==> config.mk <==
export PLATFORM = sky130hd
export DESIGN_NAME = rgb_to_hsl_pixel_unit
export DESIGN_NICKNAME = d
export VERILOG_FILES = /design/src/hdl/rgbhsl_pkg.sv /design/src/hdl/rgbhsl_prep.sv /design/src/hdl/rgbhsl_div_stage.sv /design/src/hdl/rgbhsl_scale.sv /design/src/hdl/rgb_to_hsl_pixel_unit.sv
export SDC_FILE = /design/constraint.sdc
export NUM_CORES = 2
export LEC_CHECK = 0
export BUFFER_PORTS_ARGS = -buffer_cell sky130_fd_sc_hd__buf_2
export CAP_MARGIN = 30
export CORE_MARGIN = 3
export CORE_UTILIZATION = 55
export CTS_BUF_LIST = sky130_fd_sc_hd__clkbuf_16
export DETAILED_ROUTE_END_ITERATION = 12
export HOLD_SLACK_MARGIN = 0.15
export PLACE_DENSITY = 0.67
export REMOVE_ABC_BUFFERS = 1
export SETUP_SLACK_MARGIN = 0.2
export SYNTH_ARGS = -nofsm -noshare
export SYNTH_HDL_FRONTEND = slang
export SYNTH_SLANG_ARGS = --single-unit
==> constraint.sdc <==
create_clock -name clk -period 29.4 [get_ports clk]
set_clock_uncertainty 0.15 [all_clocks]
set_input_delay 7.35 -clock clk [delete_from_list [all_inputs] [get_ports clk]]
set_output_delay 7.35 -clock clk [all_outputs]
set_load 0.1 [all_outputs]
==> src/hdl/rgbhsl_pkg.sv <==
// shared types and constants for the rgb to hsl pixel converter
// no dependencies

package rgbhsl_pkg;

    localparam int unsigned COMP_W = 8;      // width of one color component
    localparam int unsigned H6_W = 11;       // width of sector position times chroma
    localparam int unsigned DIV_STEPS = 4;   // quotient bits resolved per divider stage
    localparam logic [8:0] SUM_WHITE = 9'd510;
    localparam logic [8:0] SUM_HALF = 9'd255;
    localparam logic [8:0] HUE_MAX = 9'd255;

    typedef struct packed {
        logic [COMP_W-1:0] red;
        logic [COMP_W-1:0] green;
        logic [COMP_W-1:0] blue;
    } rgb_pix_t;

    typedef struct packed {
        logic [COMP_W-1:0] hue;
        logic [COMP_W-1:0] saturation;
        logic [COMP_W-1:0] lightness;
    } hsl_pix_t;

    typedef struct packed {
        logic [COMP_W-1:0] lightness;
        logic              hue_zero;
        logic              sat_zero;
    } side_t;

endpackage

==> src/hdl/rgbhsl_prep.sv <==
// first stage: max, min, chroma, lightness, hue sector numerator, saturation operands
// depends on rgbhsl_pkg

module rgbhsl_prep
    import rgbhsl_pkg::*;
#(
    parameter int HUE_FRAC_BITS = 16,
    parameter int NUM_W = 28
)
(
    input  logic                  clk,
    input  logic                  en,
    input  rgb_pix_t              pix,
    output logic [NUM_W-1:0]      hue_num,
    output logic [COMP_W-1:0]     hue_div,
    output logic [NUM_W-1:0]      sat_num,
    output logic [COMP_W-1:0]     sat_div,
    output side_t                 side
);

    logic [COMP_W-1:0] mx;
    logic [COMP_W-1:0] mn;
    logic [COMP_W-1:0] chroma;
    logic [8:0]        sum;
    logic [H6_W-1:0]   c_ext;
    logic [H6_W-1:0]   h6;
    logic [15:0]       sat_prod;
    logic [COMP_W-1:0] d;

    logic [NUM_W-1:0]  hue_num_next;
    logic [NUM_W-1:0]  sat_num_next;
    logic [COMP_W-1:0] sat_div_next;
    side_t             side_next;

    logic [NUM_W-1:0]  hue_num_reg;
    logic [COMP_W-1:0] hue_div_reg;
    logic [NUM_W-1:0]  sat_num_reg;
    logic [COMP_W-1:0] sat_div_reg;
    side_t             side_reg;

    always_comb
    begin
        mx = pix.red;
        if (pix.green > mx)
        begin
            mx = pix.green;
        end
        if (pix.blue > mx)
        begin
            mx = pix.blue;
        end
        mn = pix.red;
        if (pix.green < mn)
        begin
            mn = pix.green;
        end
        if (pix.blue < mn)
        begin
            mn = pix.blue;
        end
        chroma = mx - mn;
        sum = {1'b0, mx} + {1'b0, mn};
        c_ext = H6_W'(chroma);

        // red sector first on ties, then green, then blue
        if (mx == pix.red)
        begin
            if (pix.green >= pix.blue)
            begin
                h6 = H6_W'(pix.green) - H6_W'(pix.blue);
            end
            else
            begin
                h6 = H6_W'(6) * c_ext - (H6_W'(pix.blue) - H6_W'(pix.green));
            end
        end
        else if (mx == pix.green)
        begin
            h6 = (c_ext << 1) + H6_W'(pix.blue) - H6_W'(pix.red);
        end
        else
        begin
            h6 = (c_ext << 2) + H6_W'(pix.red) - H6_W'(pix.green);
        end

        sat_prod = {chroma, 8'd0} - {8'd0, chroma};
        if (sum < SUM_HALF)
        begin
            d = sum[COMP_W-1:0];
        end
        else
        begin
            d = COMP_W'(SUM_WHITE - sum);
        end

        hue_num_next = NUM_W'(h6) << HUE_FRAC_BITS;
        sat_num_next = NUM_W'(sat_prod);
        sat_div_next = d;
        side_next.lightness = sum[8:1];
        side_next.hue_zero = (chroma == '0);
        side_next.sat_zero = (sum == '0) || (sum == SUM_WHITE);
    end

    always_ff @(posedge clk)
    begin
        if (en)
        begin
            hue_num_reg <= hue_num_next;
            hue_div_reg <= chroma;
            sat_num_reg <= sat_num_next;
            sat_div_reg <= sat_div_next;
            side_reg <= side_next;
        end
    end

    assign hue_num = hue_num_reg;
    assign hue_div = hue_div_reg;
    assign sat_num = sat_num_reg;
    assign sat_div = sat_div_reg;
    assign side = side_reg;

endmodule

==> src/hdl/rgbhsl_div_stage.sv <==
// one stage of the restoring divider pipeline, hue and saturation lanes side by side
// depends on rgbhsl_pkg

module rgbhsl_div_stage
    import rgbhsl_pkg::*;
#(
    parameter int NUM_W = 28
)
(
    input  logic              clk,
    input  logic              en,
    input  logic [COMP_W-1:0] hue_rem_in,
    input  logic [NUM_W-1:0]  hue_work_in,
    input  logic [COMP_W-1:0] hue_div_in,
    input  logic [COMP_W-1:0] sat_rem_in,
    input  logic [NUM_W-1:0]  sat_work_in,
    input  logic [COMP_W-1:0] sat_div_in,
    input  side_t             side_in,
    output logic [COMP_W-1:0] hue_rem,
    output logic [NUM_W-1:0]  hue_work,
    output logic [COMP_W-1:0] hue_div,
    output logic [COMP_W-1:0] sat_rem,
    output logic [NUM_W-1:0]  sat_work,
    output logic [COMP_W-1:0] sat_div,
    output side_t             side
);

    // work holds the dividend bits still to come at the top, quotient bits shift in below
    function automatic logic [COMP_W+NUM_W-1:0] div_steps(
        input logic [COMP_W-1:0] rem_i,
        input logic [NUM_W-1:0]  work_i,
        input logic [COMP_W-1:0] dv
    );
        logic [COMP_W-1:0] rem_v;
        logic [NUM_W-1:0]  work_v;
        logic [COMP_W:0]   trial;
        logic              qbit;
        rem_v = rem_i;
        work_v = work_i;
        for (int k = 0; k < DIV_STEPS; k++)
        begin
            trial = {rem_v, work_v[NUM_W-1]};
            qbit = (trial >= {1'b0, dv});
            if (qbit)
            begin
                trial = trial - {1'b0, dv};
            end
            rem_v = trial[COMP_W-1:0];
            work_v = {work_v[NUM_W-2:0], qbit};
        end
        return {rem_v, work_v};
    endfunction

    logic [COMP_W+NUM_W-1:0] hue_res;
    logic [COMP_W+NUM_W-1:0] sat_res;

    logic [COMP_W-1:0] hue_rem_reg;
    logic [NUM_W-1:0]  hue_work_reg;
    logic [COMP_W-1:0] hue_div_reg;
    logic [COMP_W-1:0] sat_rem_reg;
    logic [NUM_W-1:0]  sat_work_reg;
    logic [COMP_W-1:0] sat_div_reg;
    side_t             side_reg;

    always_comb
    begin
        hue_res = div_steps(hue_rem_in, hue_work_in, hue_div_in);
        sat_res = div_steps(sat_rem_in, sat_work_in, sat_div_in);
    end

    always_ff @(posedge clk)
    begin
        if (en)
        begin
            hue_rem_reg <= hue_res[COMP_W+NUM_W-1:NUM_W];
            hue_work_reg <= hue_res[NUM_W-1:0];
            hue_div_reg <= hue_div_in;
            sat_rem_reg <= sat_res[COMP_W+NUM_W-1:NUM_W];
            sat_work_reg <= sat_res[NUM_W-1:0];
            sat_div_reg <= sat_div_in;
            side_reg <= side_in;
        end
    end

    assign hue_rem = hue_rem_reg;
    assign hue_work = hue_work_reg;
    assign hue_div = hue_div_reg;
    assign sat_rem = sat_rem_reg;
    assign sat_work = sat_work_reg;
    assign sat_div = sat_div_reg;
    assign side = side_reg;

endmodule

==> src/hdl/rgbhsl_scale.sv <==
// last two stages: hue quotient times the 8-bit hue scale, then shift, clamp and zero cases
// depends on rgbhsl_pkg

module rgbhsl_scale
    import rgbhsl_pkg::*;
#(
    parameter int HUE_FRAC_BITS = 16
)
(
    input  logic                        clk,
    input  logic                        en_mul,
    input  logic                        en_out,
    input  logic [HUE_FRAC_BITS+2:0]    hue_q,
    input  logic [HUE_FRAC_BITS+5:0]    hue_k,
    input  logic [COMP_W-1:0]           sat_q,
    input  side_t                       side_in,
    output hsl_pix_t                    pix
);

    localparam int QW = HUE_FRAC_BITS + 3;
    localparam int KW = HUE_FRAC_BITS + 6;
    localparam int PW = QW + KW;

    logic [PW-1:0]     prod_reg;
    logic [COMP_W-1:0] sat_reg;
    side_t             side_reg;
    hsl_pix_t          pix_reg;

    logic [8:0]        hue_wide;
    hsl_pix_t          pix_next;

    always_ff @(posedge clk)
    begin
        if (en_mul)
        begin
            prod_reg <= PW'(hue_q) * PW'(hue_k);
            sat_reg <= sat_q;
            side_reg <= side_in;
        end
    end

    always_comb
    begin
        hue_wide = prod_reg[PW-1:2*HUE_FRAC_BITS];
        if (side_reg.hue_zero)
        begin
            pix_next.hue = '0;
        end
        else if (hue_wide > HUE_MAX)
        begin
            pix_next.hue = HUE_MAX[COMP_W-1:0];
        end
        else
        begin
            pix_next.hue = hue_wide[COMP_W-1:0];
        end
        pix_next.saturation = side_reg.sat_zero ? '0 : sat_reg;
        pix_next.lightness = side_reg.lightness;
    end

    always_ff @(posedge clk)
    begin
        if (en_out)
        begin
            pix_reg <= pix_next;
        end
    end

    assign pix = pix_reg;

endmodule

==> src/hdl/rgb_to_hsl_pixel_unit.sv <==
// Converts a stream of 8-bit rgb pixels to 8-bit hue, saturation and lightness, one item
// per clock while the output is taken. It has one operand stage, a restoring divider pipeline
// that resolves four quotient bits per stage for hue and saturation in parallel, one multiply
// stage and one output stage. Every stage stalls only when the item ahead of it is held, so
// bubbles close up under backpressure.
// Depends on rgbhsl_pkg, rgbhsl_prep, rgbhsl_div_stage and rgbhsl_scale.

module rgb_to_hsl_pixel_unit
    import rgbhsl_pkg::*;
#(
    parameter int HUE_FRAC_BITS = 16
)
(
    input  logic     clk,
    input  logic     rst_n,
    input  logic     rgb_valid,
    output logic     rgb_ready,
    input  rgb_pix_t rgb,
    output logic     hsl_valid,
    input  logic     hsl_ready,
    output hsl_pix_t hsl
);

    localparam int HUE_NUM_W = HUE_FRAC_BITS + H6_W;
    localparam int NS = (HUE_NUM_W + DIV_STEPS - 1) / DIV_STEPS;
    localparam int NUM_W = NS * DIV_STEPS;
    localparam int QW = HUE_FRAC_BITS + 3;
    localparam int KW = HUE_FRAC_BITS + 6;
    localparam int S = NS + 3;
    localparam logic [KW-1:0] HUE_K =
        KW'(((64'd4248 << HUE_FRAC_BITS) + 64'd50) / 64'd100);

    logic [S-1:0] valid_reg;
    logic [S-1:0] valid_next;
    logic [S-1:0] en;

    logic [COMP_W-1:0] hue_rem  [NS+1];
    logic [NUM_W-1:0]  hue_work [NS+1];
    logic [COMP_W-1:0] hue_div  [NS+1];
    logic [COMP_W-1:0] sat_rem  [NS+1];
    logic [NUM_W-1:0]  sat_work [NS+1];
    logic [COMP_W-1:0] sat_div  [NS+1];
    side_t             side     [NS+1];

    always_comb
    begin
        en[S-1] = !valid_reg[S-1] || hsl_ready;
        for (int i = S - 2; i >= 0; i--)
        begin
            en[i] = !valid_reg[i] || en[i+1];
        end
        valid_next[0] = rgb_valid;
        for (int i = 1; i < S; i++)
        begin
            valid_next[i] = valid_reg[i-1];
        end
    end

    always_ff @(posedge clk or negedge rst_n)
    begin
        if (!rst_n)
        begin
            valid_reg <= '0;
        end
        else
        begin
            for (int i = 0; i < S; i++)
            begin
                if (en[i])
                begin
                    valid_reg[i] <= valid_next[i];
                end
            end
        end
    end

    assign rgb_ready = en[0];
    assign hsl_valid = valid_reg[S-1];

    assign hue_rem[0] = '0;
    assign sat_rem[0] = '0;

    rgbhsl_prep #(
        .HUE_FRAC_BITS(HUE_FRAC_BITS),
        .NUM_W(NUM_W)
    ) u_prep (
        .clk(clk),
        .en(en[0]),
        .pix(rgb),
        .hue_num(hue_work[0]),
        .hue_div(hue_div[0]),
        .sat_num(sat_work[0]),
        .sat_div(sat_div[0]),
        .side(side[0])
    );

    for (genvar k = 1; k <= NS; k++)
    begin : g_div
        rgbhsl_div_stage #(
            .NUM_W(NUM_W)
        ) u_stage (
            .clk(clk),
            .en(en[k]),
            .hue_rem_in(hue_rem[k-1]),
            .hue_work_in(hue_work[k-1]),
            .hue_div_in(hue_div[k-1]),
            .sat_rem_in(sat_rem[k-1]),
            .sat_work_in(sat_work[k-1]),
            .sat_div_in(sat_div[k-1]),
            .side_in(side[k-1]),
            .hue_rem(hue_rem[k]),
            .hue_work(hue_work[k]),
            .hue_div(hue_div[k]),
            .sat_rem(sat_rem[k]),
            .sat_work(sat_work[k]),
            .sat_div(sat_div[k]),
            .side(side[k])
        );
    end

    rgbhsl_scale #(
        .HUE_FRAC_BITS(HUE_FRAC_BITS)
    ) u_scale (
        .clk(clk),
        .en_mul(en[NS+1]),
        .en_out(en[NS+2]),
        .hue_q(hue_work[NS][QW-1:0]),
        .hue_k(HUE_K),
        .sat_q(sat_work[NS][COMP_W-1:0]),
        .side_in(side[NS]),
        .pix(hsl)
    );

endmodule

# Yosys cells after proc, flatten, opt, wreduce, memory -nomap -nowiden
# Index checks and enable logic that the tools add are counted.
totals:
  regBits: 651
  in_bits: 28
op_classes:
  addsub: 65
  mul: 2
  magnitude_cmp: 63
  eq_ne: 3
  muxes: 63
  reduce_logical: 23
ops:
  columns: ["op", "count"]
  rows:
  - [">= comparator 9 x 8 -> 1 bit", 54]
  - ["2-to-1 mux 8 bit", 60]
  - ["subtractor 8 bit", 53]
  - ["multiplier 19 x 22 -> 41 bit, second input constant", 1]
  - ["2-to-1 mux 11 bit", 3]
  - ["subtractor 11 x 8 -> 11 bit", 2]
  - ["subtractor 8 x 8 -> 9 bit", 2]
  - ["== test 8 bit", 2]
  - [">= comparator 1 x 8 -> 1 bit, first input constant", 2]
  - ["greater-than comparator 8 bit", 2]
  - ["less-than comparator 8 bit", 2]
  - ["subtractor 1 x 8 -> 8 bit, first input constant", 2]
  - ["subtractor 16 x 8 -> 16 bit", 1]
  - ["adder 10 x 8 -> 11 bit", 1]
  - ["logical OR 1 bit", 11]
  - ["subtractor 11 bit", 1]
  - ["adder 9 x 8 -> 10 bit", 1]
  - ["logical NOT 1 bit", 10]
  - ["multiplier 2 x 8 -> 10 bit, first input constant", 1]
  - ["adder 8 x 8 -> 9 bit", 1]
  - ["== test 9 bit, second input constant", 1]
  - ["greater-than comparator 9 x 8 -> 1 bit, second input constant", 1]
  - ["logical NOT 9 bit", 1]
  - ["less-than comparator 9 x 8 -> 1 bit, second input constant", 1]
  - ["3 further kinds", 3]

# Longest topological paths before layout
logic_depth:
  word_depth: 11
  depth_mapped: 44
  mapped_depth_nobuf: 42

# Cells and area by module
# From an unflattened synthesis, not the netlist that was laid out.
unflattened:
  hier_cells: 6301
  hier_area_um2: 67348.3
modules_own_cells:
  columns: ["module", "n_inst", "cells_each", "area_per_inst_um2", "seq_area_each_um2"]
  rows:
  - ["rgbhsl_div_stage (g_div[1].u_stage ...)", 6, 551, 6431.2, 2942.8]
  - ["rgbhsl_scale", 1, 1628, 14921.8, 1531.5]
  - ["rgbhsl_prep", 1, 752, 6934.2, 1531.5]
  - ["rgbhsl_div_stage (g_div[5].u_stage)", 1, 577, 6454.9, 2942.8]
  - ["rgb_to_hsl_pixel_unit", 1, 38, 450.4, 250.2]

# Worst setup path after synthesis
# Ideal clock, no wire load.
synth_timing:
  kind: "input port to output port"
  start: "input hsl_ready"
  end: "output rgb_ready"
  arrival_ns: 12.953
  required_time_ns: 21.900
  slack_ns: 8.947
  cell_stages: 6
  path_cell_list: "nand2b_1 nor2_1 and3_1 nand3_1 nor2_1 nand4_1"
synth_via:
  elab_chain_cells: 10
synth_rtl:
  columns: ["element", "line_no", "rtl"]
  rows:
  - ["start: declaration", "rgb_to_hsl_pixel_unit.sv:20", "input logic hsl_ready,"]
  - ["logical OR 1 bit", "rgb_to_hsl_pixel_unit.sv:47", "en[S-1] = !valid_reg[S-1] || hsl_ready;"]
  - ["logical OR 1 bit (5 in series)", "rgb_to_hsl_pixel_unit.sv:50", "en[i] = !valid_reg[i] || en[i+1];"]
  - ["via g_div[4].u_stage.en", "rgbhsl_div_stage.sv:11", "input logic en,"]
  - ["logical OR 1 bit (4 in series)", "rgb_to_hsl_pixel_unit.sv:50", null]
  - ["end: declaration", "rgb_to_hsl_pixel_unit.sv:17", "output logic rgb_ready,"]
# The timed path passes the listed nets, and every way through them passes these cells.

# Final worst setup path
layout_timing:
  start: "input hsl_ready"
  end: "output rgb_ready"
layout_via:
  elab_chain_cells: 10
layout_rtl:
  columns: ["element", "line_no", "rtl"]
  rows:
  - ["logical OR 1 bit", "rgb_to_hsl_pixel_unit.sv:47", null]
  - ["via u_scale.en_out", "rgbhsl_scale.sv:12", "input logic en_out,"]
  - ["logical OR 1 bit (5 in series)", "rgb_to_hsl_pixel_unit.sv:50", null]
  - ["via g_div[4].u_stage.en", "rgbhsl_div_stage.sv:11", null]
  - ["logical OR 1 bit (4 in series)", "rgb_to_hsl_pixel_unit.sv:50", null]
# The timed path passes the listed nets, and every way through them passes these cells.

==> impl_metrics.env <==
export IMPL_grt_overflow=0
export IMPL_yosys_most_used_dff="edfxtp_1"
export IMPL_synth_common_cells="689 x ha_1, 567 x inv_1, 503 x edfxtp_1"
export IMPL_cp_required_ns=21.90
export IMPL_synth_area_sq_um=48190
export IMPL_nets=5768
export IMPL_cts_num_sinks=513
export IMPL_fillers=7223
export IMPL_initialDrtViolationCount=1997
export IMPL_hpwl_mm=84.96
export IMPL_diodes=0
export IMPL_dp_cells=5944
export IMPL_min_path_type="reg2reg"
export IMPL_syn_to_final_growth_pct=7.665
export IMPL_largest_reg_flops=78
export IMPL_num_rows=107
export IMPL_outcome="finished clean"
export IMPL_grt_usage=0.2335
export IMPL_routedWlPerCell_um=17.46
export IMPL_max_slew_margin=0.3417
export IMPL_firstDrtPassIters=5
export IMPL_period_minus_slack_ns=17.31
export IMPL_setup_violations=0
export IMPL_syn_inst=4776
export IMPL_io_buffers=53
export IMPL_holdBufCountCts=0
export IMPL_synth_most_common_cell="ha_1"
export IMPL_drive_gt1_frac=0.08046
export IMPL_rsz0062_at_grt="no"
export IMPL_fp_dieH_um=302
export IMPL_syn_avg_cell_area_sq_um=10.09
export IMPL_drt_wl_total_mm=105.7
export IMPL_dieArea_sq_um=91200
export IMPL_endpoint_kind="output pin"
export IMPL_hold_viol=0
export IMPL_cts_tree="done"
export IMPL_cts_post_setup_buffers_inserted=0
export IMPL_synth_edf_count=503
export IMPL_antenna_found_initial=0
export IMPL_arrival_ns=9.81
export IMPL_layout_worst_path_cycle_share=0.5886
export IMPL_crit_type="in2out"
export IMPL_ant_nets=0
export IMPL_worst_pin_slew_ns=0.9874
export IMPL_final_max_slew_violation_count=0
export IMPL_numCtsBuffers=58
export IMPL_drv_cap=0
export IMPL_fp_dieW_um=302
export IMPL_synthArstFlopShare=0.01949
export IMPL_yosysSeqAreaShare=0.3186
export IMPL_critPathLaunchType="primary input"
export IMPL_root_buffer="clkbuf_16"
export IMPL_yosys_area_top_type_share=0.3134
export IMPL_cp_max_fo=53
export IMPL_grt_pass1_wl_mm=174.3
export IMPL_clockBufferDepth=3
export IMPL_via_count=34629
export IMPL_drc=0
export IMPL_grt_pass1_vias=33955
export IMPL_r2r_setup_slack_ns=18.84
export IMPL_insertion_delay_ns=0.63
export IMPL_vias_per_cell=5.721
export IMPL_cts_resized_gates=0
export IMPL_synth_cell_types=93
export IMPL_synth_largest_area_cell="edfxtp_1"
export IMPL_place_gp_congestion=0.8932
export IMPL_tns_ns=0
export IMPL_htreeDepth=2
export IMPL_seq_area_sq_um=15350
export IMPL_core_area_sq_um=86080
export IMPL_finalNonFillerCells=6053
export IMPL_io_pins=54
export IMPL_multiInputGateArea_sq_um=30520
export IMPL_fmax_ghz=0.05779
export IMPL_synthTopCellsByArea="edfxtp_1 31%, ha_1 18%, fa_1 7.9%"
export IMPL_yosys_warnings=0
export IMPL_clkSlewWorstSetupHoldPaths_ns=0.07
export IMPL_grt_max_degree=66
export IMPL_initial_core_util=0.5598
export IMPL_ys_ff_latch=513
## routing by layer
layer	global-route usage	part of all wire
met4	0.05964	0.023
met1	0.3263	0.47
met2	0.3921	0.47
met5	0	0
met3	0.02175	0.037
## cells in the final DEF (no fill, tap or decap), drive strengths merged, types with 15 or more instances in the layout
cell type and count:
ha 689, inv 586, edfxtp 503, a21oi 315
nor2 305, o21ai 271, xnor2 215, nand2 206
fa 189, mux2 158, xor2 122, a21o 112
nor2b 106, nand2b 83, buf 80, nor3 78
o21a 72, mux2i 71, clkbuf 58, nand3 58
nand4 50, o21bai 36, a21boi 36, a211oi 35
and2 34, or2 33, and3 29, o221ai 27
or3 27, o31ai 23, o31a 22, a221o 22
clkinv 21, a31oi 17, nor4 16, o211ai 16
and4 15
## critical path, cell delays in order
cell,delay (ns)
buf_2,0.09
nand2b_1,0.12
buf_4,0.25
nor2_1,0.26
and3_1,0.34
nand3_4,0.10
nor2_1,0.38
nand4_1,0.16
buf_4,0.34
buf_2,0.40
## worst paths after layout
kind,end,cells after the start,start
setup / recovery,rgb_ready,10,hsl_ready
hold / removal,g_div[4].u_stage.sat_work[27]$_DFFE_PP_,0,g_div[3].u_stage.sat_work[23]$_DFFE_PP_
setup reg to reg,g_div[6].u_stage.sat_rem[2]$_DFFE_PP_,40,g_div[5].u_stage.sat_div[1]$_DFFE_PP_
hold reg to reg,g_div[4].u_stage.sat_work[27]$_DFFE_PP_,0,g_div[3].u_stage.sat_work[23]$_DFFE_PP_
max in group asynchronous,valid_reg[6]$_DFFE_PN0P_,1,rst_n
min in group asynchronous,valid_reg[7]$_DFFE_PN0P_,1,rst_n
## metrics by stage
stage	cell area (sq um)	worst slack, ns	hold WS, ns	util
after floorplan	47980	8.947	0.2503	-
after global placement	49900	12.11	0.2502	0.5797
after detailed placement	49900	12.05	0.2545	0.5797
after CTS	51850	12.06	0.2259	0.6023
after global routing	51880	11.84	0.2431	0.6027
final	51880	12.09	0.2244	0.6027
## cells by family after synthesis
| kind of cell | share of synthesized area |
|---|---|
| muxes | 0.05175 |
| adders and majority gates | 0.2576 |
| AOI/OAI and AO/OA | 0.1489 |
| xor gates and xnor gates | 0.06172 |
| and+or+nand+nor | 0.1120 |
| DFF | 0.3186 |
| buffers and inverters | 0.04933 |
| other | 0.00007782 |
## cell type report
cell class / instances / area share
repair buffers: 80 / 0.009405
clock inverters: 49 / 0.009526
well taps: 1144 / 0.02759
inverters: 572 / 0.04138
multi-input cells: 3637 / 0.5882
flip-flops and latches: 513 / 0.2960
clock buffers: 58 / 0.02797
Power is not shown: default switching activity piles up to over one toggle a cycle in this logic, so the estimate is an artifact.
